### src/hdl/smp_pkg.sv
// ============================================================================
// smp_pkg
// Shared types and constants for the STUN message parser.
// ============================================================================
package smp_pkg;

    localparam logic [17:0] HDR_BYTES = 18'd20;
    localparam logic [15:0] XMA_TYPE  = 16'h0020;
    localparam logic [31:0] COOKIE    = 32'h2112_A442;
    localparam logic [7:0]  FAMILY_V4 = 8'h01;
    localparam logic [16:0] POS_MAX   = 17'h1_FFFF;

    // byte regions
    localparam logic [2:0] RG_TYPE    = 3'd0;
    localparam logic [2:0] RG_LENGTH  = 3'd1;
    localparam logic [2:0] RG_COOKIE  = 3'd2;
    localparam logic [2:0] RG_TID     = 3'd3;
    localparam logic [2:0] RG_AHDR    = 3'd4;
    localparam logic [2:0] RG_VALUE   = 3'd5;
    localparam logic [2:0] RG_PAD     = 3'd6;
    localparam logic [2:0] RG_IGNORED = 3'd7;

    // parse status
    localparam logic [2:0] ST_OK        = 3'd0;
    localparam logic [2:0] ST_SHORT_HDR = 3'd1;
    localparam logic [2:0] ST_CUT_AHDR  = 3'd2;
    localparam logic [2:0] ST_OVERRUN   = 3'd3;
    localparam logic [2:0] ST_TOO_LONG  = 3'd4;
    localparam logic [2:0] ST_TOO_MANY  = 3'd5;

    // XOR-MAPPED-ADDRESS status
    localparam logic [1:0] XS_FOUND  = 2'd0;
    localparam logic [1:0] XS_ABSENT = 2'd1;
    localparam logic [1:0] XS_SHORT  = 2'd2;
    localparam logic [1:0] XS_FAMILY = 2'd3;

    typedef struct packed {
        logic [7:0] data_byte;
        logic       last_byte;
    } item_t;

    typedef struct packed {
        logic [7:0]  byte_value;
        logic [2:0]  region;
        logic [8:0]  region_offset;
        logic [3:0]  attr_index;
        logic [15:0] attr_kind;
        logic [15:0] attr_length;
        logic        done_res;
        logic [2:0]  status;
        logic [4:0]  attr_count;
        logic [1:0]  xaddr_status;
        logic [31:0] mapped_ip;
        logic [15:0] mapped_port;
    } res_t;

endpackage

### src/hdl/smp_in_reg.sv
// ============================================================================
// smp_in_reg
// Input register: captures one byte transaction, frees when the core advances.
// ============================================================================
module smp_in_reg (
    input  logic          aclk,
    input  logic          aresetn,
    input  logic          s_valid,
    output logic          s_ready,
    input  smp_pkg::item_t s_item,
    input  logic          adv,
    output logic          in_vld,
    output smp_pkg::item_t in_item
);
    import smp_pkg::*;

    logic  vld_reg;
    logic  vld_next;
    item_t item_reg;

    assign s_ready  = !vld_reg || adv;
    assign vld_next = s_ready ? s_valid : vld_reg;
    assign in_vld   = vld_reg;
    assign in_item  = item_reg;

    always_ff @(posedge aclk) begin
        if (!aresetn) begin
            vld_reg <= 1'b0;
        end else begin
            vld_reg <= vld_next;
        end
    end

    always_ff @(posedge aclk) begin
        if (s_valid && s_ready) begin
            item_reg <= s_item;
        end
    end

endmodule

### src/hdl/smp_core.sv
// ============================================================================
// smp_core
// Parser state and per-byte tagging logic; one byte per step.
// ============================================================================
module smp_core #(
    parameter int MAX_ATTRS       = 16,
    parameter int MAX_VALUE_BYTES = 512
) (
    input  logic           aclk,
    input  logic           aresetn,
    input  logic           step,
    input  smp_pkg::item_t item,
    output smp_pkg::res_t  res
);
    import smp_pkg::*;

    localparam int AW = $clog2(MAX_ATTRS + 1);

    localparam logic [2:0] PH_HEADER = 3'd0;
    localparam logic [2:0] PH_AHDR   = 3'd1;
    localparam logic [2:0] PH_VALUE  = 3'd2;
    localparam logic [2:0] PH_PAD    = 3'd3;
    localparam logic [2:0] PH_END    = 3'd4;

    logic [16:0]   pos_reg,   pos_next;
    logic [15:0]   mlen_reg,  mlen_next;
    logic [2:0]    phase_reg, phase_next;
    logic [15:0]   vrem_reg,  vrem_next;
    logic [1:0]    prem_reg,  prem_next;
    logic [AW-1:0] anum_reg,  anum_next;
    logic [15:0]   ctype_reg, ctype_next;
    logic [15:0]   clen_reg,  clen_next;
    logic [2:0]    err_reg,   err_next;
    logic [2:0]    perr_reg,  perr_next;
    logic [1:0]    xst_reg,   xst_next;
    logic          xseen_reg, xseen_next;
    logic [31:0]   ip_reg,    ip_next;
    logic [15:0]   port_reg,  port_next;
    logic [1:0]    hcnt_reg,  hcnt_next;
    logic [7:0]    fam_reg,   fam_next;

    logic [7:0]  b;
    logic        last;
    logic [17:0] after;
    logic [17:0] msg_end;
    logic [4:0]  pos5;
    logic [31:0] anum_ext;
    logic [31:0] anum_m1;
    logic [31:0] cnt_ext;
    logic [15:0] ty, le, voff, vdec;
    logic [2:0]  pe;
    logic [1:0]  padt, pdec;
    logic        do_accept, next_attr;

    always_comb begin
        b        = item.data_byte;
        last     = item.last_byte;
        after    = {1'b0, pos_reg} + 18'd1;
        msg_end  = HDR_BYTES + {2'b00, mlen_reg};
        pos5     = pos_reg[4:0];
        anum_ext = 32'(anum_reg);
        anum_m1  = anum_ext - 32'd1;

        pos_next   = (pos_reg == POS_MAX) ? pos_reg : pos_reg + 17'd1;
        mlen_next  = mlen_reg;
        phase_next = phase_reg;
        vrem_next  = vrem_reg;
        prem_next  = prem_reg;
        anum_next  = anum_reg;
        ctype_next = ctype_reg;
        clen_next  = clen_reg;
        err_next   = err_reg;
        perr_next  = perr_reg;
        xst_next   = xst_reg;
        xseen_next = xseen_reg;
        ip_next    = ip_reg;
        port_next  = port_reg;
        hcnt_next  = hcnt_reg;
        fam_next   = fam_reg;

        ty        = 16'h0;
        le        = 16'h0;
        pe        = ST_OK;
        voff      = 16'h0;
        vdec      = 16'h0;
        padt      = 2'd0;
        pdec      = 2'd0;
        do_accept = 1'b0;
        next_attr = 1'b0;

        res               = '0;
        res.byte_value    = b;
        res.region        = RG_IGNORED;
        res.done_res      = last;

        case (phase_reg)
            PH_HEADER: begin
                if (pos5 < 5'd2) begin
                    res.region = RG_TYPE;
                    res.region_offset = 9'(pos5);
                end else if (pos5 < 5'd4) begin
                    res.region = RG_LENGTH;
                    res.region_offset = 9'(pos5 - 5'd2);
                end else if (pos5 < 5'd8) begin
                    res.region = RG_COOKIE;
                    res.region_offset = 9'(pos5 - 5'd4);
                end else begin
                    res.region = RG_TID;
                    res.region_offset = 9'(pos5 - 5'd8);
                end
                if (pos5 == 5'd2) mlen_next = {b, 8'h00};
                if (pos5 == 5'd3) mlen_next = {mlen_reg[15:8], b};
                if (pos5 >= 5'd19) begin
                    phase_next = (mlen_next == 16'h0) ? PH_END : PH_AHDR;
                    hcnt_next  = 2'd0;
                end else if (last) begin
                    err_next   = ST_SHORT_HDR;
                    phase_next = PH_END;
                end
            end
            PH_AHDR: begin
                res.region        = RG_AHDR;
                res.region_offset = 9'(hcnt_reg);
                res.attr_index    = anum_ext[3:0];
                if (hcnt_reg == 2'd0) begin
                    pe = (anum_ext >= 32'(MAX_ATTRS)) ? ST_TOO_MANY : ST_OK;
                end else begin
                    ty = ctype_reg;
                    le = clen_reg;
                    pe = perr_reg;
                end
                if (hcnt_reg < 2'd2) ty = {ty[7:0], b};
                else                 le = {le[7:0], b};
                ctype_next = ty;
                clen_next  = le;
                perr_next  = pe;
                if (hcnt_reg != 2'd3) begin
                    hcnt_next = hcnt_reg + 2'd1;
                    if (last || after >= msg_end) begin
                        err_next   = ST_CUT_AHDR;
                        phase_next = PH_END;
                    end
                end else begin
                    hcnt_next = 2'd0;
                    if (pe == ST_TOO_MANY) begin
                        err_next   = ST_TOO_MANY;
                        phase_next = PH_END;
                    end else if ({2'b00, le} + after > msg_end) begin
                        err_next   = ST_OVERRUN;
                        phase_next = PH_END;
                    end else begin
                        perr_next = ({16'h0, le} > 32'(MAX_VALUE_BYTES)) ? ST_TOO_LONG : ST_OK;
                        if (le == 16'h0) begin
                            do_accept = 1'b1;
                            next_attr = 1'b1;
                        end else if (last) begin
                            err_next   = ST_OVERRUN;
                            phase_next = PH_END;
                        end else begin
                            vrem_next  = le;
                            phase_next = PH_VALUE;
                        end
                    end
                end
            end
            PH_VALUE: begin
                voff              = clen_reg - vrem_reg;
                res.region        = RG_VALUE;
                res.region_offset = voff[8:0];
                res.attr_index    = anum_ext[3:0];
                res.attr_kind     = ctype_reg;
                res.attr_length   = clen_reg;
                if (ctype_reg == XMA_TYPE && !xseen_reg) begin
                    if (voff == 16'd1) begin
                        fam_next = b;
                    end else if (voff == 16'd2 || voff == 16'd3) begin
                        port_next = {port_reg[7:0], b};
                    end else if (voff >= 16'd4 && voff <= 16'd7) begin
                        ip_next = {ip_reg[23:0], b};
                    end
                end
                vdec      = vrem_reg - 16'd1;
                vrem_next = vdec;
                if (vdec == 16'h0) begin
                    if (perr_reg == ST_TOO_LONG) begin
                        err_next   = ST_TOO_LONG;
                        phase_next = PH_END;
                    end else begin
                        do_accept = 1'b1;
                        padt      = 2'd0 - clen_reg[1:0];
                        prem_next = padt;
                        if (padt == 2'd0) next_attr = 1'b1;
                        else              phase_next = PH_PAD;
                    end
                end else if (last) begin
                    err_next   = ST_OVERRUN;
                    phase_next = PH_END;
                end
            end
            PH_PAD: begin
                padt              = 2'd0 - clen_reg[1:0];
                res.region        = RG_PAD;
                res.region_offset = 9'(padt - prem_reg);
                res.attr_index    = (anum_ext == 32'd0) ? 4'd0 : anum_m1[3:0];
                res.attr_kind     = ctype_reg;
                res.attr_length   = clen_reg;
                pdec              = prem_reg - 2'd1;
                prem_next         = pdec;
                if (pdec == 2'd0) next_attr = 1'b1;
            end
            default: begin
            end
        endcase

        // attribute accepted: count it, settle the first XOR-MAPPED-ADDRESS
        if (do_accept) begin
            anum_next = AW'(anum_ext + 32'd1);
            if (ctype_next == XMA_TYPE && !xseen_reg) begin
                xseen_next = 1'b1;
                if (clen_next < 16'd8)          xst_next = XS_SHORT;
                else if (fam_next != FAMILY_V4) xst_next = XS_FAMILY;
                else                            xst_next = XS_FOUND;
            end
        end

        // padding may run past the limit; parsing just stops there
        if (phase_next == PH_PAD && after >= msg_end) phase_next = PH_END;
        if (next_attr) begin
            phase_next = (after >= msg_end) ? PH_END : PH_AHDR;
            hcnt_next  = 2'd0;
        end

        cnt_ext = 32'(anum_next);
        if (last) begin
            res.status       = err_next;
            res.attr_count   = cnt_ext[4:0];
            res.xaddr_status = xst_next;
            if (xst_next == XS_FOUND) begin
                res.mapped_ip   = ip_next ^ COOKIE;
                res.mapped_port = port_next ^ COOKIE[31:16];
            end
        end
    end

    // the last byte of a message returns the parser to its reset state
    always_ff @(posedge aclk) begin
        if (!aresetn || (step && last)) begin
            pos_reg   <= '0;
            mlen_reg  <= '0;
            phase_reg <= PH_HEADER;
            vrem_reg  <= '0;
            prem_reg  <= '0;
            anum_reg  <= '0;
            ctype_reg <= '0;
            clen_reg  <= '0;
            err_reg   <= ST_OK;
            perr_reg  <= ST_OK;
            xst_reg   <= XS_ABSENT;
            xseen_reg <= 1'b0;
            ip_reg    <= '0;
            port_reg  <= '0;
            hcnt_reg  <= '0;
            fam_reg   <= '0;
        end else if (step) begin
            pos_reg   <= pos_next;
            mlen_reg  <= mlen_next;
            phase_reg <= phase_next;
            vrem_reg  <= vrem_next;
            prem_reg  <= prem_next;
            anum_reg  <= anum_next;
            ctype_reg <= ctype_next;
            clen_reg  <= clen_next;
            err_reg   <= err_next;
            perr_reg  <= perr_next;
            xst_reg   <= xst_next;
            xseen_reg <= xseen_next;
            ip_reg    <= ip_next;
            port_reg  <= port_next;
            hcnt_reg  <= hcnt_next;
            fam_reg   <= fam_next;
        end
    end

endmodule

### src/hdl/smp_out_reg.sv
// ============================================================================
// smp_out_reg
// Result register: holds one tagged byte until the sink takes it.
// ============================================================================
module smp_out_reg (
    input  logic          aclk,
    input  logic          aresetn,
    input  logic          load,
    input  smp_pkg::res_t res,
    output logic          adv,
    output logic          m_valid,
    input  logic          m_ready,
    output smp_pkg::res_t m_res
);
    import smp_pkg::*;

    logic vld_reg;
    logic vld_next;
    res_t res_reg;

    assign adv      = !vld_reg || m_ready;
    assign vld_next = adv ? load : vld_reg;
    assign m_valid  = vld_reg;
    assign m_res    = res_reg;

    always_ff @(posedge aclk) begin
        if (!aresetn) begin
            vld_reg <= 1'b0;
        end else begin
            vld_reg <= vld_next;
        end
    end

    always_ff @(posedge aclk) begin
        if (adv && load) begin
            res_reg <= res;
        end
    end

endmodule

### src/hdl/stun_message_parser_top.sv
// ============================================================================
// stun_message_parser_top
// Datapath: input register, combinational parse step, result register, in that order.
// Throughput: one byte per cycle; the parse step is a single pass of counter and
// compare logic between the two registers, limited only by result backpressure.
// Reset: aresetn synchronous active low; clears both stages and the parser, which
// also returns to its reset state after each byte flagged last.
// ============================================================================
module stun_message_parser_top #(
    parameter int MAX_ATTRS       = 16,
    parameter int MAX_VALUE_BYTES = 512
) (
    input  logic        aclk,
    input  logic        aresetn,
    // byte input
    input  logic        s_valid,
    output logic        s_ready,
    input  logic [7:0]  s_data_byte,
    input  logic        s_last_byte,
    // tagged byte output
    output logic        m_valid,
    input  logic        m_ready,
    output logic [7:0]  m_byte_value,
    output logic [2:0]  m_region,
    output logic [8:0]  m_region_offset,
    output logic [3:0]  m_attr_index,
    output logic [15:0] m_attr_kind,
    output logic [15:0] m_attr_length,
    output logic        m_done_res,
    output logic [2:0]  m_status,
    output logic [4:0]  m_attr_count,
    output logic [1:0]  m_xaddr_status,
    output logic [31:0] m_mapped_ip,
    output logic [15:0] m_mapped_port
);
    import smp_pkg::*;

    item_t s_item;
    item_t in_item;
    res_t  core_res;
    res_t  m_res;
    logic  in_vld;
    logic  adv;
    logic  step;

    assign s_item.data_byte = s_data_byte;
    assign s_item.last_byte = s_last_byte;

    // parser advances when a byte is staged and the result slot is free
    assign step = adv && in_vld;

    smp_in_reg u_in (
        .aclk    (aclk),
        .aresetn (aresetn),
        .s_valid (s_valid),
        .s_ready (s_ready),
        .s_item  (s_item),
        .adv     (adv),
        .in_vld  (in_vld),
        .in_item (in_item)
    );

    smp_core #(
        .MAX_ATTRS       (MAX_ATTRS),
        .MAX_VALUE_BYTES (MAX_VALUE_BYTES)
    ) u_core (
        .aclk    (aclk),
        .aresetn (aresetn),
        .step    (step),
        .item    (in_item),
        .res     (core_res)
    );

    smp_out_reg u_out (
        .aclk    (aclk),
        .aresetn (aresetn),
        .load    (step),
        .res     (core_res),
        .adv     (adv),
        .m_valid (m_valid),
        .m_ready (m_ready),
        .m_res   (m_res)
    );

    assign m_byte_value    = m_res.byte_value;
    assign m_region        = m_res.region;
    assign m_region_offset = m_res.region_offset;
    assign m_attr_index    = m_res.attr_index;
    assign m_attr_kind     = m_res.attr_kind;
    assign m_attr_length   = m_res.attr_length;
    assign m_done_res      = m_res.done_res;
    assign m_status        = m_res.status;
    assign m_attr_count    = m_res.attr_count;
    assign m_xaddr_status  = m_res.xaddr_status;
    assign m_mapped_ip     = m_res.mapped_ip;
    assign m_mapped_port   = m_res.mapped_port;

    // input side stalls only behind a blocked result
    a_stall_cause : assert property (@(posedge aclk) disable iff (!aresetn)
        !s_ready |-> (m_valid && !m_ready))
        else $error("input stalled without output backpressure");

    // summary fields are zero except on the closing byte
    a_summary_zero : assert property (@(posedge aclk) disable iff (!aresetn)
        (m_valid && !m_done_res) |->
            (m_status == ST_OK && m_attr_count == 5'd0 && m_xaddr_status == XS_FOUND))
        else $error("summary fields set on a non-final byte");

    // address fields only carry data when an address was found
    a_addr_gated : assert property (@(posedge aclk) disable iff (!aresetn)
        (m_valid && (!m_done_res || m_xaddr_status != XS_FOUND)) |->
            (m_mapped_ip == 32'h0 && m_mapped_port == 16'h0))
        else $error("mapped address without a found attribute");

    // ignored bytes carry no position or attribute tags
    a_ignored_clean : assert property (@(posedge aclk) disable iff (!aresetn)
        (m_valid && m_region == RG_IGNORED) |->
            (m_region_offset == 9'd0 && m_attr_index == 4'd0 && m_attr_kind == 16'h0))
        else $error("ignored byte carries tags");

endmodule

### config.mk
export PLATFORM = sky130hd
export DESIGN_NAME = stun_message_parser_top
export DESIGN_NICKNAME = d
export VERILOG_FILES = /design/src/hdl/smp_pkg.sv /design/src/hdl/smp_in_reg.sv /design/src/hdl/smp_core.sv /design/src/hdl/smp_out_reg.sv /design/src/hdl/stun_message_parser_top.sv
export SDC_FILE = /design/constraint.sdc
export NUM_CORES = 1
export LEC_CHECK = 0
export BUFFER_PORTS_ARGS = -buffer_cell sky130_fd_sc_hd__buf_2
export CORE_MARGIN = 3
export CORE_UTILIZATION = 46
export DETAILED_ROUTE_END_ITERATION = 7
export HOLD_SLACK_MARGIN = 0.02
export PLACE_DENSITY = 0.73
export SLEW_MARGIN = 40
export SYNTH_ARGS = -nofsm -noshare
export SYNTH_HDL_FRONTEND = slang
export SYNTH_SLANG_ARGS = --single-unit
### constraint.sdc
create_clock -name aclk -period 14 [get_ports aclk]
set_clock_uncertainty 0.2 [all_clocks]
set_input_delay 0 -clock aclk [delete_from_list [all_inputs] [get_ports aclk]]
set_output_delay 0 -clock aclk [all_outputs]
set_load 0.05 [all_outputs]
* Word level (Yosys, flattened, before mapping) *
Index checks and enable logic that the tools add are counted.

storage, ports and cells
  register bits = 284
  input port bits = 13
  output and inout bits = 117
  word-level logic and storage cells = 217

cells by class
  $add $sub $neg = 15
  order comparisons = 12
  eq/ne operators = 24
  multiplexer cells = 92
  bitwise logic cells = 3
  reductions and logical operators = 39

operators with widths
  operator                                                                 number
  16-bit two-way mux                                                       19
  32-bit two-way mux                                                       5
  3-bit two-way mux                                                        32
  16-bit zero test                                                         3
  12-bit one-hot mux with 4 select lines                                   1
  16-bit by 2-bit == test with 1-bit output (second input constant)        2
  16-bit by 6-bit == test with 1-bit output (second input constant)        2
  16-bit one-hot mux with 2 select lines                                   1
  12-bit two-way mux                                                       2
  8-bit two-way mux                                                        3
  16-bit by 18-bit adder with 18-bit output                                1
  17-bit by 1-bit adder with 18-bit output (second input constant)         1
  18-bit >= comparator                                                     1
  18-bit > comparator                                                      1
  2-bit two-way mux                                                        9
  3-bit one-hot mux with 3 select lines                                    2
  17-bit by 1-bit adder with 17-bit output (second input constant)         1
  5-bit by 16-bit adder with 17-bit output (first input constant)          1
  17-bit == test (second input constant)                                   1
  16-bit by 1-bit == test with 1-bit output (second input constant)        1
  16-bit by 3-bit >= comparator with 1-bit output (second input constant)  1
  16-bit by 10-bit > comparator with 1-bit output (second input constant)  1
  16-bit by 3-bit <= comparator with 1-bit output (second input constant)  1
  16-bit by 4-bit < comparator with 1-bit output (second input constant)   1
  48 further kinds                                                         92

* Longest topological paths before layout *
Gate-level depths: netlist of the first run.

  depth after elaboration = 14
  mapped depth = 35
  gate-level depth less buffers = 27

* Modules after synthesis *
A second synthesis of the first run with hierarchy kept.

second synthesis, totals
  cell total of the unflattened synthesis = 1,801
  area total of the unflattened synthesis = 15,991.6 µm²

modules (own cells, without submodules)
  module                   instances  cells an instance  area an instance (µm²)  seq. area each (µm²)
  smp_core                 1          1,666              12,146.6                3,163.0
  smp_out_reg              1          120                3,510.9                 3,473.3
  smp_in_reg               1          14                 327.8                   290.3
  stun_message_parser_top  1          1                  6.3                     0.0

* Worst setup path after synthesis of the first run *
Ideal clock, no wire load.

  path type = reg-to-reg
  start = register u_core.hcnt_reg[1]
  end = register u_out.res_reg, in the netlist u_out.m_res[2], data pin
  library setup time = 0.258 ns
  arrival = 6.310 ns
  data required time = 13.542 ns
  setup slack = 7.232 ns
  cell stages (with the launch flop) = 34
  buffers on the path = 8
  clock period less this slack = 6.768 ns
  cells stage by stage = dfxtp_1 > buf_4 > buf_2 > inv_1 > ha_1 > buf_4 > clkbuf_1 > clkbuf_1 > nor3_1 > a21oi_1 > inv_1 > fa_1 > a21o_1 > a21oi_1 > o21bai_1 > a21oi_1 > o31ai_1 > a221o_1 > o21ai_0 > o31a_1 > xnor2_1 > ha_1 > nand4_1 > nor3_1 > a21boi_0 > o21ai_0 > and3_1 > or3_1 > buf_4 > and3_4 > a32oi_2 > buf_6 > buf_12 > nor2_4

on the way
  longest elaborated chain between the ends = 13
  elaborated cells between the ends (all ways) = 29
  classes of those cells = add/sub (1); order compare (3); eq/ne (3); mux (17); reduce/logical (5)

ends and longest elaborated chain
  element                                                                               line                              RTL
  start: declaration                                                                    smp_core.sv:39                    logic [1:0] hcnt_reg, hcnt_next;
  start signal: assignment                                                              smp_core.sv:279                   hcnt_reg <= hcnt_next;
  2-bit zero test                                                                       smp_core.sv:125                   if (hcnt_reg == 2'd0) begin
  16-bit two-way mux                                                                    smp_core.sv:125
  16-bit two-way mux                                                                    smp_core.sv:132                   if (hcnt_reg < 2'd2) ty = {ty[7:0], b};
  16-bit two-way mux                                                                    smp_core.sv:96                    case (phase_reg)
  16-bit by 18-bit adder with 18-bit output / 16-bit zero test (equally long branches)  smp_core.sv:148, smp_core.sv:153
  18-bit > comparator / 1-bit two-way mux (equally long branches)                       smp_core.sv:148, smp_core.sv:153
  1-bit two-way mux                                                                     smp_core.sv:148                   end else if ({2'b00, le} + after > msg_end) begin
  1-bit two-way mux                                                                     smp_core.sv:145                   if (pe == ST_TOO_MANY) begin
  1-bit two-way mux                                                                     smp_core.sv:137                   if (hcnt_reg != 2'd3) begin
  1-bit one-hot mux with 2 select lines                                                 smp_core.sv:96
  2-bit two-way mux *                                                                   smp_core.sv:216                   if (do_accept) begin
  2-bit zero test *                                                                     smp_core.sv:238                   if (xst_next == XS_FOUND) begin
  2-bit AND reduction (no source line) *                                                -
  end signal: assignment                                                                smp_out_reg.sv:36                 res_reg <= res;
  end: declaration                                                                      smp_out_reg.sv:19                 res_t res_reg;

Mark *: on every way between the ends. The rest lies on a longest branch, timed or not. The select of a mux whose other input is x is not followed.
A chain may end at the register's enable or synchronous reset.

* Final worst setup path of the first run *
  start = register u_core.hcnt_reg[1]
  end = register u_out.res_reg, in the netlist u_out.m_res[18], data pin

The elaborated chain is that of the path after synthesis.

==> impl_metrics.yaml, run 1 <==
run_status:
  status: "completed"
floorplan:
  num_rows: 68
  dieArea_um2: 37900
  dieHeight_um: 195
  ios: 130
  die_w_um: 195
  core_um2: 34800
  start_util_pct: 47.0
finish:
  num-fill-cells: 3049
  regArea_um2: 6930
  finalCoreUtilization_pct: 53.4
  antenna_cells: 0
  largest_reg_flops: 115
  syn_to_final_growth_pct: 13.5
  fin_cells: 2349
  finalNetCount: 1964
  drive_gt1_share_pct: 15.0
  multiInputGateArea_um2: 8830
  fin_area_um2: 18600
timing:
  rsz0062_at_grt: "false"
  clock.fmax_mhz: 127
  drv_slew: 0
  setup_viol: 0
  hold_viol: 0
  relSlewSlack_pct: 44.2
  max_slew.worst_pin.slew_ps: 837
  hold_ws_ps: 113
  min_period_over_period_pct: 56.5
  final.setup.worst_slack_ps: 6100
  min_period_ps: 7900
  setup_tns_ps: 0
power:
  power_mw: 1.79
  ir_drop_mv: 0.0980
  power_density_nw_per_um2: 96.5
  power.leakage_nw: 7.00
global_routing:
  grt_pass1_vias: 13400
  grt_pass1_wl_um: 74600
  antenna_found_initial: 0
  gr-total-overflow: 0
  track_usage_pct: 24.0
  grt_max_degree: 101
synthesis:
  synth_ff_type: "dfxtp_1"
  ys_seq_area_share_pct: 42.3
  synth_area_um2: 16400
  synthCells: 1761
  yosys_warnings: 0
  syn_avg_cell_area_um2: 9.30
  synth_cell_types: 97
  async_reset_ff_share_pct: 0
  synth_edf_count: 124
  yosys-top-cells-area: "edfxtp_1 (23%), dfxtp_1 (20%), ha_1 (6.0%)"
  ys_ff_latch: 284
  syn_nets: 1855
  yosys.area.top_type_share_pct: 22.7
  yosys.area.top_type: "edfxtp_1"
job:
  maxCapViolCount: 0
route:
  wirelength_um: 47600
  drt-vias-per-instance: 6.02
  wl_per_cell_um: 20.3
  first_pass_iters: 5
  drc: 0
  drt_iter0_drc: 1516
  ant_nets: 0
  vias: 14100
worst_setup_path:
  slowest_stage: "o21ai_0"
  critPathKind: "register to register"
  cp-startpoint: "u_core.hcnt_reg[1]"
  r2r-start: "u_core.hcnt_reg[1]"
  crit_top_cell: "a21oi_1"
  cp_slowest_stage_delay_ps: 680
  timing.reg2reg.worst_path_depth: 26
  r2r_slack_ps: 6100
  r2r-end: "u_out.m_res[18]"
  crit_path_end: "u_out.m_res[18]"
  arrival_ps: 8000
  required_ps: 14100
  cp_max_fo: 48
  end_kind: "register"
  startpoint_type: "register"
place:
  post_dp_cell_area_um2: 17400
  portBuffers: 129
  place.gp.congestion: 0.924
  dp_hpwl_um: 33100
  post-place-ws_ps: 6100
  placed_cells: 2269
clock_network:
  clkSinkCount: 284
  clk_pin_slew_ps: 60
  clock_path_buffers: 3
  htree_levels: 1
  cts_setup_buffers: 0
  cts_buffers: 30
  cts-root-buf: "clkbuf_16"
  cts_tree: "yes"
  clk_latency_ps: 580
  hold_buffers: 24
  cts.repair.resized: 0
min_path:
  hp-class: "input port to register"
layout make-up:
| type | instances | share of cell area, % |
|---|---|---|
| clock buffer | 40 | 4.30 |
| sequential | 284 | 37.3 |
| clock inverter | 16 | 0.761 |
| timing repair buffer | 179 | 5.88 |
| multi-input combinational | 1318 | 47.6 |
| inverter | 57 | 1.17 |
| tap | 455 | 3.06 |
power breakdown:
group	internal, mW	switching (mW)
sequential	0.883	0.00984
combinational	0.0257	0.104
clock	0.423	0.347
total	1.33	0.461
routing by layer:
metal	track usage, %	share of wire, %	vias to the layer above
met3	3.85	7.6	94
met5	0	0	-
met4	6.73	2.8	0
met1	32.4	42	6817
met2	40.0	47	605
li1	-	-	6621
synth_stat cells, drive strengths merged (5+ instances only):
| library cell | number |
|---|---|
| a2111oi | 5 |
| a211oi | 25 |
| a21boi | 7 |
| a21o | 9 |
| a21oi | 118 |
| a221oi | 6 |
| a22oi | 27 |
| a311oi | 5 |
| a31oi | 15 |
| and2 | 38 |
| and3 | 14 |
| buf | 25 |
| clkbuf | 77 |
| dfxtp | 160 |
| edfxtp | 124 |
| ha | 78 |
| inv | 55 |
| mux2 | 17 |
| mux2i | 82 |
| nand2 | 164 |
| nand2b | 14 |
| nand3 | 33 |
| nand4 | 22 |
| nor2 | 231 |
| nor2b | 14 |
| nor3 | 49 |
| nor3b | 5 |
| nor4 | 20 |
| nor4b | 7 |
| o2111ai | 7 |
| o211ai | 15 |
| o21a | 10 |
| o21ai | 78 |
| o21bai | 11 |
| o22ai | 5 |
| o31ai | 11 |
| o41ai | 5 |
| or3 | 16 |
| or3b | 5 |
| or4 | 7 |
| xnor2 | 35 |
| xor2 | 40 |
layout by cell type, fill, tap and decap left out, types with 6 or more instances in the layout:
cell,count
clkbuf_1,9
ha_1,77
nor3_1,43
or3_1,16
inv_1,54
a211oi_1,24
o21bai_1,11
o31ai_1,11
mux2i_1,82
xnor2_1,35
dfxtp_1,160
edfxtp_1,124
a22oi_1,27
nand2_1,163
clkinv_2,9
xor2_1,39
nand4_1,18
o2111ai_1,7
a21oi_1,117
nor2b_1,13
and3_1,13
a31oi_1,15
a21o_1,9
nor4b_1,7
buf_4,23
nor2_1,207
dlygate4sd3_1,24
a221oi_1,6
o21ai_0,75
o211ai_1,15
nand3_1,33
nand2b_1,14
buf_2,129
clkbuf_16,30
nor2_4,21
mux2_2,17
a21boi_0,7
nor4_1,19
o21a_1,10
and2_1,37
logic make-up after synthesis:
logic type                 Yosys count  share of synthesized area (%)
xor gates and xnor gates            77                           4.33
AOI/OAI and AO/OA                  404                           16.4
muxes                               99                           6.18
buffers and inverters              159                           4.09
adders and majority gates           83                           6.45
and+or+nand+nor                    655                           20.3
DFF                                284                           42.3
critical path: cells and delay by family, from the launching register on:
kind | cells | cell delay, ps
adders and majority gates | 4 | 1430
buffers and inverters | 3 | 830
DFF | 1 | 310
and+or+nand+nor | 4 | 890
AOI/OAI and AO/OA | 15 | 3910
how the worst min path moves through the flow:
stage / depth (start not counted) / slack (ps) / from / endpoint
after CTS: 5 / 60 / m_ready / u_core.xst_reg[0]
after detailed placement: 1 / -20 / s_data_byte[5] / u_in.in_item[6]
after floorplan: 0 / -100 / s_last_byte / u_in.in_item[0]
final: 5 / 110 / m_ready / u_core.xst_reg[0]
after global placement: 1 / -20 / s_data_byte[5] / u_in.in_item[6]
after global routing: 5 / 130 / m_ready / u_core.xst_reg[0]
Note: power is estimated with default switching activity, not from simulation.
==> inputs of run 2 (changes only) <==
==> constraint.sdc (replaced) <==
create_clock -name aclk -period 7.8 [get_ports aclk]
set_clock_uncertainty 0.2 [all_clocks]
set_input_delay 0 -clock aclk [delete_from_list [all_inputs] [get_ports aclk]]
set_output_delay 0 -clock aclk [all_outputs]
set_load 0.05 [all_outputs]
==> run 2 against run 1 <==
Compared with the run above: sequential share of layout area is 0.25 points lower; cell area rose by 0.67%; maximum frequency increased by 8.4%; critical path type unchanged; sequential power rose by 79%; largest power group unchanged; largest cell class unchanged; clock power is 88% higher; critical path depth shrank 3; power increased by 83%.
==> impl_metrics.yaml, run 2 (synthesized netlist as in run 1, its figures left out) <==
power:
  combPwrFrac_pct: 7.1
  internal-power_mw: 2.45
  power.leakage_nw: 7.05
  ir_drop_mv: 0.175
  power_frac_clock_pct: 44.2
  pwr-share-seq_pct: 48.7
  switching_share_pct: 25.4
  power_density_nw_per_um2: 176
  power_switching_mw: 0.836
route:
  drt-vias-per-instance: 5.97
  wirelength_um: 47200
  drc: 0
  first_pass_iters: 8
  vias: 14000
  drt_iter0_drc: 1372
  ant_nets: 0
  wl_per_cell_um: 20.1
clock_network:
  cts_tree: "yes"
  cts-root-buf: "clkbuf_16"
  clk_latency_ps: 590
  clkSinkCount: 284
  htree_levels: 1
  clk_pin_slew_ps: 60
  clock_path_buffers: 3
  cts_buffers: 31
  cts_setup_buffers: 0
floorplan:
  num_rows: 68
  ios: 130
  dieHeight_um: 195
  die_w_um: 195
  start_util_pct: 47.0
  core_um2: 34800
  dieArea_um2: 37900
global_routing:
  grt_pass1_wl_um: 74100
  grt_max_degree: 93
  track_usage_pct: 23.9
  antenna_found_initial: 0
  grt_pass1_vias: 13300
  gr-total-overflow: 0
worst_setup_path:
  critPathTopFamily: "compound AO/OA/AOI/OAI gates"
  required_ps: 7910
  critPathKind: "register to register"
  end_kind: "register"
  startpoint_type: "register"
  cp_max_fo: 48
  path_buf_inv: 2
  slowest_stage: "dfxtp_1"
  cp_slowest_stage_delay_ps: 600
  arrival_ps: 7410
  crit_top_cell: "ha_1"
  crit_chain: "ha_1 > nand4_2 > nor2_1 > xor2_1 > ha_1 > inv_1 > o21a_1 > a211oi_2 > o21bai_1 > a21bo_2 > a21oi_1 > mux2i_1 > nand2_1 > ha_1 > a2111oi_1 > o211ai_1 > o21a_1 > a2111oi_4 > or3_1 > a21oi_1 > a32oi_4 > buf_12 > nor2_1"
min_path:
  hp-class: "input port to register"
finish:
  finalCoreUtilization_pct: 53.7
  largest_reg_flops: 115
  finalNetCount: 1969
  fin_area_um2: 18700
  num-fill-cells: 3077
  final_common_cell: "nor2_1"
  syn_to_final_growth_pct: 14.2
  drive_gt1_share_pct: 15.5
  mostFrequentLayoutCells: "nor2_1 (207), nand2_1 (163), dfxtp_1 (160)"
  antenna_cells: 0
timing:
  relSlewSlack_pct: 39.9
  setup_tns_ps: 0
  min_period_ps: 7290
  clock.fmax_mhz: 137
  rsz0062_at_grt: "false"
  max_slew.worst_pin.slew_ps: 892
  drv_slew: 0
  min_period_over_period_pct: 93.5
  hold_viol: 0
  setup_viol: 0
run_status:
  status: "completed"
job:
  maxCapViolCount: 0
place:
  dp_hpwl_um: 32900
  post_dp_cell_area_um2: 17400
  place.gp.congestion: 0.916
  portBuffers: 129
[run 2: changes by cell type in the layout (fill, tap and decap cells not counted), sizes merged]
cell / delta
clkinvlp: +3
inv: +1
clkbuf: +2
buf: +4
clkinv: -4
[run 2: final timing paths]
| path | from | end | slack [ps] | cells past startpoint |
|---|---|---|---|---|
| worst max-delay path | u_core.pos_reg[0] | u_out.m_res[22] | 510 | 23 |
| worst min-delay path | m_ready | u_core.xst_reg[0] | 140 | 5 |
| worst max register to register | u_core.pos_reg[0] | u_out.m_res[22] | 510 | 23 |
| worst min register to register | u_core.ip_reg[29] | u_core.ip_reg[29] | 250 | 2 |
[run 2: stage by stage]
stage	instances	total power [mW]	hold slack [ps]	setup WS, ps
floorplan	1761	1.79	-101	1030
global placement	2273	1.85	-21.9	752
detailed placement	2273	1.85	-21.3	458
CTS	2355	3.30	84.5	401
global route	2355	3.38	174	28.2
finish	2355	3.29	143	508
[run 2: power groups by stage]
| stage | registers (mW) | logic, mW | clock network, mW |
|---|---|---|---|
| 2_1_floorplan | 1.73 | 0.0584 | 0 |
| 3_3_place_gp | 1.63 | 0.219 | 0 |
| 3_5_place_dp | 1.63 | 0.221 | 0 |
| 4_1_cts | 1.60 | 0.231 | 1.47 |
| 5_1_grt | 1.60 | 0.243 | 1.53 |
| 6_report | 1.60 | 0.233 | 1.45 |
[run 2: area by class of cell]
type | instances | area, um2 | share of cell area (%)
Sequential cell | 284 | 6930 | 37.0
Inverter | 57 | 219 | 1.17
Clock buffer | 42 | 867 | 4.64
Timing Repair Buffer | 183 | 1130 | 6.03
Tap cell | 455 | 569 | 3.04
Multi-Input combinational cell | 1318 | 8850 | 47.3
Clock inverter | 16 | 146 | 0.783
[run 2: repair_timing]
action / CTS / global route
resized for setup: 0 / 2
setup endpoints to repair: 0 / 55
endpoints found under the hold margin: 116 / 0
hold buffers: 24 / 0
[run 2: layer usage]
| metal | wire length, um | vias up | GRT usage [%] |
|---|---|---|---|
| met4 | 1500 | 0 | 8.38 |
| met2 | 22400 | 573 | 39.7 |
| met1 | 20000 | 6750 | 32.1 |
| met5 | 0 | - | 0 |
| li1 | - | 6620 | - |
| met3 | 3370 | 106 | 3.31 |
[run 2: worst reg2reg max path, stage by stage, from the launching register on]
cell and delay [ps]:
dfxtp_1 600, ha_1 480, nand4_2 260, nor2_1 280, xor2_1 470, ha_1 230
inv_1 70, o21a_1 210, a211oi_2 490, o21bai_1 110, a21bo_2 230, a21oi_1 230
mux2i_1 210, nand2_1 70, ha_1 330, a2111oi_1 490, o211ai_1 190, o21a_1 260
a2111oi_4 370, or3_1 340, a21oi_1 180, a32oi_4 210, buf_12 330, nor2_1 180
==> inputs of run 3 (changes only) <==
--- a/config.mk
+++ b/config.mk
@@ -11,6 +11,7 @@
 export DETAILED_ROUTE_END_ITERATION = 7
 export HOLD_SLACK_MARGIN = 0.02
 export PLACE_DENSITY = 0.73
+export REMOVE_ABC_BUFFERS = 1
 export SLEW_MARGIN = 40
 export SYNTH_ARGS = -nofsm -noshare
 export SYNTH_HDL_FRONTEND = slang
==> run 3 against run 2 <==
Compared with the run above: cell area is 0.30% lower; utilization is 0.16 points lower; first-iteration DRC count is 0.22% lower; critical path type unchanged; critical endpoint is now u_out.m_res[26].
==> impl_metrics.yaml, run 3 (synthesized netlist as in run 1, its figures left out) <==
global_routing:
  track_usage_pct: 23.9
  grt_pass1_wl_um: 74200
  antenna_found_initial: 0
  gr-total-overflow: 0
  grt_max_degree: 99
  grt_pass1_vias: 13500
finish:
  antenna_cells: 0
  final_common_cell: "nor2_1"
  largest_reg_flops: 115
  finalNetCount: 1964
  drive_gt1_share_pct: 15.1
  num-fill-cells: 3065
  mostFrequentLayoutCells: "nor2_1 (205), nand2_1 (163), dfxtp_1 (160)"
  syn_to_final_growth_pct: 13.9
run_status:
  status: "completed"
timing:
  rsz0062_at_grt: "false"
  clock.fmax_mhz: 138
  setup_tns_ps: 0
  min_period_ps: 7250
  min_period_over_period_pct: 92.9
  relSlewSlack_pct: 45.9
  hold_viol: 0
  drv_slew: 0
  max_slew.worst_pin.slew_ps: 809
  setup_viol: 0
route:
  first_pass_iters: 6
  wirelength_um: 46900
  vias: 14100
  drt-vias-per-instance: 6.00
  drt_iter0_drc: 1369
  drc: 0
  ant_nets: 0
  wl_per_cell_um: 20.0
power:
  power_density_nw_per_um2: 177
  power.leakage_nw: 7.04
  combPwrFrac_pct: 7.1
  switching_share_pct: 24.8
  internal-power_mw: 2.48
  pwr-share-seq_pct: 48.5
  power_switching_mw: 0.818
  ir_drop_mv: 0.191
  power_frac_clock_pct: 44.4
  power_mw: 3.30
worst_setup_path:
  arrival_ps: 7360
  end_kind: "register"
  cp_max_fo: 48
  path_buf_inv: 4
  required_ps: 7910
  crit_top_cell: "a21oi_1"
  slowest_stage: "ha_1"
  cp_slowest_stage_delay_ps: 450
  critPathKind: "register to register"
  startpoint_type: "register"
  critPathTopFamily: "compound AO/OA/AOI/OAI gates"
clock_network:
  clk_pin_slew_ps: 70
  cts_tree: "yes"
  cts_buffers: 30
  htree_levels: 1
  cts-root-buf: "clkbuf_16"
  clkSinkCount: 284
  cts_setup_buffers: 0
  clk_latency_ps: 580
  clock_path_buffers: 3
place:
  portBuffers: 129
  dp_hpwl_um: 33000
  place.gp.congestion: 0.978
floorplan:
  dieArea_um2: 37900
  dieHeight_um: 195
  die_w_um: 195
  core_um2: 34800
  start_util_pct: 47.0
  ios: 130
  num_rows: 68
min_path:
  hp-class: "input port to register"
job:
  maxCapViolCount: 0
## run 3: changes by cell type in the layout (fill, tap and decap cells not counted), sizes merged
cell / delta
buf: -3
dlygate4sd3: -1
clkbuf: -2
clkinv: +4
bufinv: +2
clkinvlp: -5
inv: -2
## run 3: repair_timing
item                                    in CTS  in global routing
endpoints found under the setup margin       0                 28
hold buffers                                23                  0
endpoints found under the hold margin       31                  0
resized for setup                            0                  1
## run 3: layer usage
metal,up-vias,track usage [%],wire length (um)
met5,-,0,0
met4,0,10.5,2110
met3,122,3.40,3320
met2,598,40.0,22300
met1,6736,30.9,19100
li1,6632,-,-
## run 3: power by group through the flow
stage                     registers, mW  logic, mW  clock network (mW)
after floorplan                    1.74     0.0471                   0
after global placement             1.63      0.221                   0
after detailed placement           1.63      0.223                   0
after CTS                          1.60      0.233                1.48
after global routing               1.60      0.245                1.55
final                              1.60      0.235                1.47
## run 3: final timing paths
kind	startpoint	end	slack, ps	cells after the start
setup / recovery	u_core.hcnt_reg[1]	u_out.m_res[26]	550	26
setup reg to reg	u_core.hcnt_reg[1]	u_out.m_res[26]	550	26
hold reg to reg	u_core.ip_reg[24]	u_core.ip_reg[24]	250	2
hold / removal	m_ready	u_core.xst_reg[0]	100	5
## run 3: stage by stage
stage                     hold slack [ps]  util [%]  area, um2  std cells  setup WS, ps
final                                97.4      53.6      18600       2348           551
after global routing                  127      53.6      18600       2348          87.9
after CTS                            47.5      53.6      18600       2348           613
after detailed placement            -17.6      50.0      17400       2270           636
after global placement              -20.0      49.9      17400       2270           847
after floorplan                      -101         -      15900       1659         -1000
## run 3: worst register-to-register path, stage by stage (launching register included)
cell       delay [ps]
dfxtp_1           310
inv_1             180
ha_1              450
buf_4             300
nor3_1             70
a21oi_1           180
inv_1             110
fa_1              430
a21o_1            190
a21oi_1           230
o21bai_1           90
a21oi_1           240
o31ai_1           160
a221o_1           380
o211ai_1          120
a21boi_0          150
a311o_1           380
ha_1              220
a2111oi_0         450
o211ai_1          210
o21a_1            290
a2111oi_4         450
or3_1             310
a21oi_1           160
a32oi_4           210
buf_12            320
nor2_1            180
## run 3: area by class of cell
type | instances | area [um2] | area share [%]
clock buffer | 40 | 838 | 4.50
clock inverter | 15 | 168 | 0.899
inverter | 57 | 216 | 1.16
multi-input combinational | 1318 | 8830 | 47.4
sequential | 284 | 6930 | 37.1
tap | 455 | 569 | 3.05
timing repair buffer | 179 | 1100 | 5.89
